==> src/rtl/core/rcri_pkg.sv <==
// Shared types and constants for the rounded corner row inset block.
// Used by the channel interfaces, the square-root pipeline and the top level.
package rcri_pkg;

  localparam int DIM_BITS_DEF = 15;

  localparam int CFG_IDX_W = 2;

  localparam logic [CFG_IDX_W-1:0] REG_WIN_WIDTH     = 2'd0;
  localparam logic [CFG_IDX_W-1:0] REG_WIN_HEIGHT    = 2'd1;
  localparam logic [CFG_IDX_W-1:0] REG_CORNER_RADIUS = 2'd2;

  // per-row flags that ride along the root pipeline
  typedef struct packed {
    logic outside;
    logic in_band;
  } tag_t;

endpackage

==> src/rtl/core/rcri_if.sv <==
// Valid/ready channel interfaces for row requests and span results.
// Depends on rcri_pkg for the default dimension width.
interface rcri_in_if #(
  parameter int DIM_BITS = rcri_pkg::DIM_BITS_DEF
);
  logic                valid;
  logic                ready;
  logic [DIM_BITS-1:0] row_index;

  modport source (output valid, output row_index, input ready);
  modport sink   (input valid, input row_index, output ready);
endinterface

interface rcri_out_if #(
  parameter int DIM_BITS = rcri_pkg::DIM_BITS_DEF
);
  logic                valid;
  logic                ready;
  logic                no_mask;
  logic                row_outside;
  logic [DIM_BITS-2:0] span_start;
  logic [DIM_BITS-1:0] span_width;

  modport source (output valid, output no_mask, output row_outside, output span_start,
                  output span_width, input ready);
  modport sink   (input valid, input no_mask, input row_outside, input span_start,
                  input span_width, output ready);
endinterface

==> src/rtl/core/rounded_corner_row_inset_core.sv <==
// Rounded-rectangle mask: one visible row span per row index.
// Depends on rcri_pkg, rcri_if (channel interfaces) and rcri_isqrt.
//
//  channel  dir  beat fields
//  rows     in   row_index
//  spans    out  no_mask, row_outside, span_start, span_width
//  cfg      in   cfg_we, cfg_index, cfg_data (write only)
//
// One row per cycle while the skid entry is empty. Stages: input register,
// edge/term stage, multiplier stage, DIM_BITS square-root stages, output register.
// rst is synchronous and clears the valids, the three config registers, r_eff and none_q.
// The pipeline moves as one; it halts only while the skid entry holds a beat,
// so ready is a register and no beat is dropped or repeated across a stall.
module rounded_corner_row_inset_core #(
  parameter int DIM_BITS = rcri_pkg::DIM_BITS_DEF
) (
  input  logic                           clk,
  input  logic                           rst,
  rcri_in_if.sink                        rows,
  rcri_out_if.source                     spans,
  input  logic                           cfg_we,
  input  logic [rcri_pkg::CFG_IDX_W-1:0] cfg_index,
  input  logic [DIM_BITS-1:0]            cfg_data
);

  localparam int N = DIM_BITS;

  // configuration and values derived from it
  logic [N-1:0] win_width;
  logic [N-1:0] win_height;
  logic [N-2:0] corner_radius;
  logic [N-2:0] r_eff;
  logic         none_q;
  logic [N-2:0] lim;

  always_ff @(posedge clk) begin
    if (rst) begin
      win_width     <= '0;
      win_height    <= '0;
      corner_radius <= '0;
    end else if (cfg_we) begin
      case (cfg_index)
        rcri_pkg::REG_WIN_WIDTH:     win_width     <= cfg_data;
        rcri_pkg::REG_WIN_HEIGHT:    win_height    <= cfg_data;
        rcri_pkg::REG_CORNER_RADIUS: corner_radius <= cfg_data[N-2:0];
        default: ;
      endcase
    end
  end

  assign lim = (win_height[N-1:1] < win_width[N-1:1]) ? win_height[N-1:1]
                                                      : win_width[N-1:1];

  always_ff @(posedge clk) begin
    if (rst) begin
      r_eff  <= '0;
      none_q <= 1'b0;
    end else begin
      r_eff  <= (corner_radius > lim) ? lim : corner_radius;
      none_q <= (corner_radius == '0) || (win_width == '0) || (win_height == '0);
    end
  end

  // flow control
  logic en;
  logic skid_valid;
  assign en         = !skid_valid;
  assign rows.ready = en;

  // stage 1: input register
  logic         v1;
  logic [N-1:0] y_q;

  always_ff @(posedge clk) begin
    if (rst) begin
      v1 <= 1'b0;
    end else if (en) begin
      v1 <= rows.valid;
    end
  end

  always_ff @(posedge clk) begin
    if (en) begin
      y_q <= rows.row_index;
    end
  end

  // stage 2: edge distance and the two factors of 4r^2 - d^2 = (2e+1)(4r-2e-1)
  logic [N-1:0]   edge_dist;
  logic [N-1:0]   a_term;
  logic [N:0]     b_term;
  rcri_pkg::tag_t tag1;
  logic           v2;
  logic [N-1:0]   a_q;
  logic [N:0]     b_q;
  rcri_pkg::tag_t tag2;

  assign edge_dist    = (y_q < {1'b0, r_eff}) ? y_q : (win_height - {{(N-1){1'b0}}, 1'b1} - y_q);
  assign tag1.outside = (y_q >= win_height);
  assign tag1.in_band = (edge_dist < {1'b0, r_eff});
  assign a_term       = {edge_dist[N-2:0], 1'b1};
  assign b_term       = {r_eff, 2'b00} - {1'b0, a_term};

  always_ff @(posedge clk) begin
    if (rst) begin
      v2 <= 1'b0;
    end else if (en) begin
      v2 <= v1;
    end
  end

  always_ff @(posedge clk) begin
    if (en) begin
      a_q  <= a_term;
      b_q  <= b_term;
      tag2 <= tag1;
    end
  end

  // stage 3: discriminant product
  logic [2*N:0]   prod;
  logic           v3;
  logic [2*N-1:0] disc_q;
  rcri_pkg::tag_t tag3;

  assign prod = {{(N+1){1'b0}}, a_q} * {{N{1'b0}}, b_q};

  always_ff @(posedge clk) begin
    if (rst) begin
      v3 <= 1'b0;
    end else if (en) begin
      v3 <= v2;
    end
  end

  always_ff @(posedge clk) begin
    if (en) begin
      disc_q <= prod[2*N-1:0];
      tag3   <= tag2;
    end
  end

  // square-root stages
  logic           vr;
  logic [N-1:0]   root;
  rcri_pkg::tag_t tagr;

  rcri_isqrt #(.N(N)) u_isqrt (
    .clk       (clk),
    .rst       (rst),
    .en        (en),
    .in_valid  (v3),
    .in_val    (disc_q),
    .in_tag    (tag3),
    .out_valid (vr),
    .out_root  (root),
    .out_tag   (tagr)
  );

  // result: inset = r - floor(root/2), span = width - 2*inset
  logic [N-2:0] inset_raw;
  logic [N-2:0] inset;
  logic [N-1:0] span;

  assign inset_raw = r_eff - root[N-1:1];
  assign inset     = (tagr.outside || none_q || !tagr.in_band) ? '0 : inset_raw;
  assign span      = tagr.outside ? '0 : (win_width - {inset, 1'b0});

  // output register plus one skid entry
  logic         out_free;
  logic         skid_none;
  logic         skid_outside;
  logic [N-2:0] skid_start;
  logic [N-1:0] skid_width;

  assign out_free = !spans.valid || spans.ready;

  always_ff @(posedge clk) begin
    if (rst) begin
      spans.valid <= 1'b0;
      skid_valid  <= 1'b0;
    end else if (skid_valid) begin
      if (out_free) begin
        spans.valid <= 1'b1;
        skid_valid  <= 1'b0;
      end
    end else if (out_free) begin
      spans.valid <= vr;
    end else if (vr) begin
      skid_valid <= 1'b1;
    end
  end

  always_ff @(posedge clk) begin
    if (skid_valid) begin
      if (out_free) begin
        spans.no_mask     <= skid_none;
        spans.row_outside <= skid_outside;
        spans.span_start  <= skid_start;
        spans.span_width  <= skid_width;
      end
    end else if (out_free) begin
      spans.no_mask     <= none_q;
      spans.row_outside <= tagr.outside;
      spans.span_start  <= inset;
      spans.span_width  <= span;
    end else begin
      skid_none    <= none_q;
      skid_outside <= tagr.outside;
      skid_start   <= inset;
      skid_width   <= span;
    end
  end

  // checks
  a_skid_behind_out: assert property (@(posedge clk) disable iff (rst)
    skid_valid |-> spans.valid)
    else $error("skid entry holds a beat while output is empty");

  a_skid_holds: assert property (@(posedge clk) disable iff (rst)
    skid_valid && !spans.ready |=> skid_valid)
    else $error("skid entry dropped under stall");

  a_outside_zero: assert property (@(posedge clk) disable iff (rst)
    spans.valid && spans.row_outside |-> spans.span_start == '0 && spans.span_width == '0)
    else $error("row outside window carries a span");

  a_span_sum: assert property (@(posedge clk) disable iff (rst)
    spans.valid && !spans.row_outside |->
      ({1'b0, spans.span_width} + {1'b0, spans.span_start, 1'b0}) == {1'b0, win_width})
    else $error("span width and insets do not add up to window width");

  a_no_mask_full: assert property (@(posedge clk) disable iff (rst)
    spans.valid && spans.no_mask && !spans.row_outside |-> spans.span_start == '0)
    else $error("removed mask still insets the row");

endmodule

==> src/rtl/core/rcri_isqrt.sv <==
// Pipelined integer square root, one result bit per stage, with a flag tag.
// Depends on rcri_pkg for tag_t.
module rcri_isqrt #(
  parameter int N = rcri_pkg::DIM_BITS_DEF
) (
  input  logic                clk,
  input  logic                rst,
  input  logic                en,
  input  logic                in_valid,
  input  logic [2*N-1:0]      in_val,
  input  rcri_pkg::tag_t      in_tag,
  output logic                out_valid,
  output logic [N-1:0]        out_root,
  output rcri_pkg::tag_t      out_tag
);

  logic [2*N-1:0]      val  [1:N-1];
  logic [N-1:0]        rem  [1:N-1];
  logic [N-1:0]        root [1:N];
  logic                vld  [1:N];
  rcri_pkg::tag_t      tag  [1:N];

  genvar k;
  for (k = 0; k < N; k++) begin : g_stage
    logic [2*N-1:0]  src_val;
    logic [N-1:0]    src_rem;
    logic [N-1:0]    src_root;
    logic            src_vld;
    rcri_pkg::tag_t  src_tag;
    logic [N+1:0]    cur;
    logic [N+1:0]    trial;
    logic            take;

    if (k == 0) begin : g_first
      assign src_val  = in_val;
      assign src_rem  = '0;
      assign src_root = '0;
      assign src_vld  = in_valid;
      assign src_tag  = in_tag;
    end else begin : g_next
      assign src_val  = val[k];
      assign src_rem  = rem[k];
      assign src_root = root[k];
      assign src_vld  = vld[k];
      assign src_tag  = tag[k];
    end

    // bring down the next pair of radicand bits, try (2*root)*2 + 1
    assign cur   = {src_rem, src_val[2*(N-1-k)+1 -: 2]};
    assign trial = {src_root, 2'b01};
    assign take  = (cur >= trial);

    always_ff @(posedge clk) begin
      if (rst) begin
        vld[k+1] <= 1'b0;
      end else if (en) begin
        vld[k+1] <= src_vld;
      end
    end

    always_ff @(posedge clk) begin
      if (en) begin
        root[k+1] <= {src_root[N-2:0], take};
        tag[k+1]  <= src_tag;
      end
    end

    if (k < N-1) begin : g_carry
      logic [N+1:0] diff;

      assign diff = take ? (cur - trial) : cur;

      always_ff @(posedge clk) begin
        if (en) begin
          rem[k+1] <= diff[N-1:0];
          val[k+1] <= src_val;
        end
      end
    end
  end

  assign out_valid = vld[N];
  assign out_root  = root[N];
  assign out_tag   = tag[N];

endmodule

==> src/flat_wrapper.sv <==
// flat-port wrapper written by rule: the top's interface ports become plain ports
module rounded_corner_row_inset_core_flat 
#(
  parameter int DIM_BITS = rcri_pkg::DIM_BITS_DEF
)
  (clk, rst, cfg_we, cfg_index, cfg_data, rows_valid, rows_row_index, rows_ready, spans_valid, spans_no_mask, spans_row_outside, spans_span_start, spans_span_width, spans_ready);
  rcri_in_if #(.DIM_BITS(DIM_BITS)) rows_i ();
  rcri_out_if #(.DIM_BITS(DIM_BITS)) spans_i ();
  input  logic clk;
  input  logic rst;
  input  logic cfg_we;
  input  logic [rcri_pkg::CFG_IDX_W-1:0] cfg_index;
  input  logic [DIM_BITS-1:0] cfg_data;
  input wire logic [$bits(rows_i.valid)-1:0] rows_valid;
  input wire logic [$bits(rows_i.row_index)-1:0] rows_row_index;
  output wire logic [$bits(rows_i.ready)-1:0] rows_ready;
  output wire logic [$bits(spans_i.valid)-1:0] spans_valid;
  output wire logic [$bits(spans_i.no_mask)-1:0] spans_no_mask;
  output wire logic [$bits(spans_i.row_outside)-1:0] spans_row_outside;
  output wire logic [$bits(spans_i.span_start)-1:0] spans_span_start;
  output wire logic [$bits(spans_i.span_width)-1:0] spans_span_width;
  input wire logic [$bits(spans_i.ready)-1:0] spans_ready;
  assign rows_i.valid = rows_valid;
  assign rows_i.row_index = rows_row_index;
  assign rows_ready = rows_i.ready;
  assign spans_valid = spans_i.valid;
  assign spans_no_mask = spans_i.no_mask;
  assign spans_row_outside = spans_i.row_outside;
  assign spans_span_start = spans_i.span_start;
  assign spans_span_width = spans_i.span_width;
  assign spans_i.ready = spans_ready;
  rounded_corner_row_inset_core #(.DIM_BITS(DIM_BITS)) u_core (.clk(clk), .rst(rst), .rows(rows_i), .spans(spans_i), .cfg_we(cfg_we), .cfg_index(cfg_index), .cfg_data(cfg_data));
endmodule
==> config.mk <==
export PLATFORM = sky130hd
export DESIGN_NAME = rounded_corner_row_inset_core_flat
export DESIGN_NICKNAME = d
export VERILOG_FILES = /design/src/rtl/core/rcri_pkg.sv /design/src/rtl/core/rcri_if.sv /design/src/rtl/core/rounded_corner_row_inset_core.sv /design/src/rtl/core/rcri_isqrt.sv /design/src/flat_wrapper.sv
export SDC_FILE = /design/constraint.sdc
export NUM_CORES = 2
export LEC_CHECK = 0
export BUFFER_PORTS_ARGS = -buffer_cell sky130_fd_sc_hd__buf_2
export CORE_MARGIN = 2
export CORE_UTILIZATION = 60
export CTS_CLUSTER_SIZE = 30
export DETAILED_ROUTE_END_ITERATION = 8
export PLACE_DENSITY_LB_ADDON = 0.25
export SLEW_MARGIN = 20
export SYNTH_ARGS = -nofsm -noshare
export SYNTH_HDL_FRONTEND = slang
export SYNTH_HIERARCHICAL = 1
export SYNTH_SLANG_ARGS = --single-unit
==> constraint.sdc <==
create_clock -name clk -period 18.8 [get_ports clk]
set_input_delay 0.94 -clock clk [delete_from_list [all_inputs] [get_ports clk]]
set_output_delay 0.94 -clock clk [all_outputs]
set_load 0.005 [all_outputs]
==> impl_metrics.csv <==
group,metric,value,unit
status,outcome,"finished, final reports clean",
timing,rsz0062_at_grt,"false",
clock_tree,cts.sinks,728,
clock_tree,clk_latency,0.63,ns
critical_path,cp-start-kind,"flop",
routing,routed_via_density,5.60,
timing,clock_skew,0.0438,ns
critical_path,cp.required,19.15,ns
timing,finalHoldViolCount,0,
placed_design,place_inst,4570,
floorplan,die_h,270,µm
yosys,avgSynthCellArea,11.7,µm²
min_path,hold_path.class,"flop to flop",
grt,grt_use_total,0.224,
routing,drc,0,
timing,fin_crit,6.63,ns
clock_tree,cts_hold_buf,0,
grt,grt_pass1_wl,132,mm
timing,post-route-period-util,0.353,
floorplan,io_pins,70,
routing,drt_iter0_markers,1784,
placed_design,place_congestion,0.886,
critical_path,end_kind,"flop",
timing,max_freq,151,MHz
grt,grt_max_degree,117,
grt,grt-ovfl-total,0,
routing,first_pass_iters,6,
clock_tree,cts_tree,"done",
layout,layout-drive-gt1-share,0.0750,
critical_path,worstPathMaxFanout,15,
timing,fin_ws,12.17,ns
clock_tree,clockBufferDepth,3,
clock_tree,clk_pin_slew,0.06,ns
placed_design,numPortBuffers,69,
routing,wl_per_cell,16.9,µm
yosys,yosysWarningCount,6,
layout,fin_nets,4259,
layout,layoutNonFillerInstCount,4712,
clock_tree,cts_max_level,3,
floorplan,die-width,270,µm
timing,setup_tns,0,ns
placed_design,dp.final_hpwl,57.4,mm
grt,grt_pass1_vias,26400,
routing,vias,26400,
placed_design,pre_cts_slack,12.21,ns
yosys,mappedNetlistArea,42300,µm²
floorplan,die-area,72700,µm²
layout,synthToLayoutAreaGrowth,8.89,%
clock_tree,cts_setup_buffers,0,
timing,max-slew-margin-rel,0.287,
timing,worst_pin_slew,1.07,ns
critical_path,crit_type,"flop to flop",
timing,drv_slew,0,
layout,diodes,0,
routing,antenna_left,0,
floorplan,start_util,0.605,
floorplan,rows,97,
routing,routed_wl,79.7,mm
floorplan,core,69900,µm²
grt,antenna_found_initial,0,
timing,setup_violations,0,
yosys,synthCells,3631,
clock_tree,clockRootBuffer,"clkbuf_16",
critical_path,arrival,6.98,ns
clock_tree,cts_buffers,77,
yosys,syn_nets,4181,
clock_tree,ctsResizeCount,0,
job,max_cap_violations,0,
-- per-stage QoR --
step	area [µm²]	hold WS (ns)	util
after global placement	43600	0.401	0.624
after floorplan	42300	0.400	-
after detailed placement	43600	0.405	0.624
after CTS	46100	0.387	0.659
after global routing	46100	0.395	0.659
final	46100	0.399	0.659
-- routing by layer --
| layer | global-route usage | routed length [µm] |
|---|---|---|
| met5 | 0 | 0 |
| met1 | 0.295 | 34500 |
| met2 | 0.386 | 39700 |
| met3 | 0.0284 | 3590 |
| met4 | 0.0735 | 1990 |
-- sequential cells by signal, summed over array words and instances (netlist names), 15 cells and up --
register,flops
u_core/y_q,15
u_core/u_isqrt/tag,30
u_core/win_width,15
u_core/disc_q,28
u_core/b_q,15
u_core/skid_width,15
u_core/u_isqrt/vld,15
u_core/u_isqrt/val,182
u_core/u_isqrt/root,119
u_core/spans.span_width,15
u_core/u_isqrt/rem,180
u_core/win_height,15
-- worst max-delay path, stage by stage, from the launching register on --
cell and delay [ns]:
edfxtp_1 0.65, and2_1 0.30, fa_1 0.53, inv_1 0.05, fa_1 0.53, inv_1 0.06, fa_1 0.49, inv_1 0.05
fa_1 0.47, inv_1 0.05, fa_1 0.52, inv_1 0.06, fa_1 0.53, inv_1 0.04, ha_1 0.24, or4_1 0.53
o221ai_2 0.21, a21oi_1 0.18, o311a_4 0.40, a211o_1 0.27, a21oi_2 0.15, xnor2_1 0.07
-- final timing paths --
path,startpoint,end,slack (ns),cells past startpoint
setup reg to reg,u_core/b_q[5]$_DFFE_PN_,u_core/disc_q[29]$_DFFE_PN_,12.17,21
hold reg to reg,u_core/u_isqrt/tag[1][1]$_DFFE_PP_,u_core/u_isqrt/tag[2][1]$_DFFE_PP_,0.40,0
hold / removal,u_core/u_isqrt/tag[1][1]$_DFFE_PP_,u_core/u_isqrt/tag[2][1]$_DFFE_PP_,0.40,0
setup / recovery,u_core/b_q[5]$_DFFE_PN_,u_core/disc_q[29]$_DFFE_PN_,12.17,21
-- layout make-up --
| class | count | area, µm² |
|---|---|---|
| fill | 5298 | 23800 |
| inverter | 474 | 1790 |
| clock buffer | 94 | 2050 |
| clock inverter | 48 | 423 |
| timing repair buffer | 84 | 458 |
| multi-input combinational | 2344 | 19000 |
| sequential | 728 | 21200 |
| tap | 940 | 1180 |
-- cells in the final DEF, fill, tap and decap left out, types with 64 or more instances in the layout --
master / n
ha_1: 330
o21ai_0: 96
inv_1: 469
clkbuf_16: 80
and2_1: 155
xor2_1: 77
fa_1: 183
buf_2: 69
edfxtp_1: 664
a21oi_1: 210
nor2_1: 178
dfxtp_1: 64
xnor2_1: 114
nand2_1: 298
Power is not shown: default switching activity piles up to over one toggle a cycle in this logic, so the estimate is an artifact.
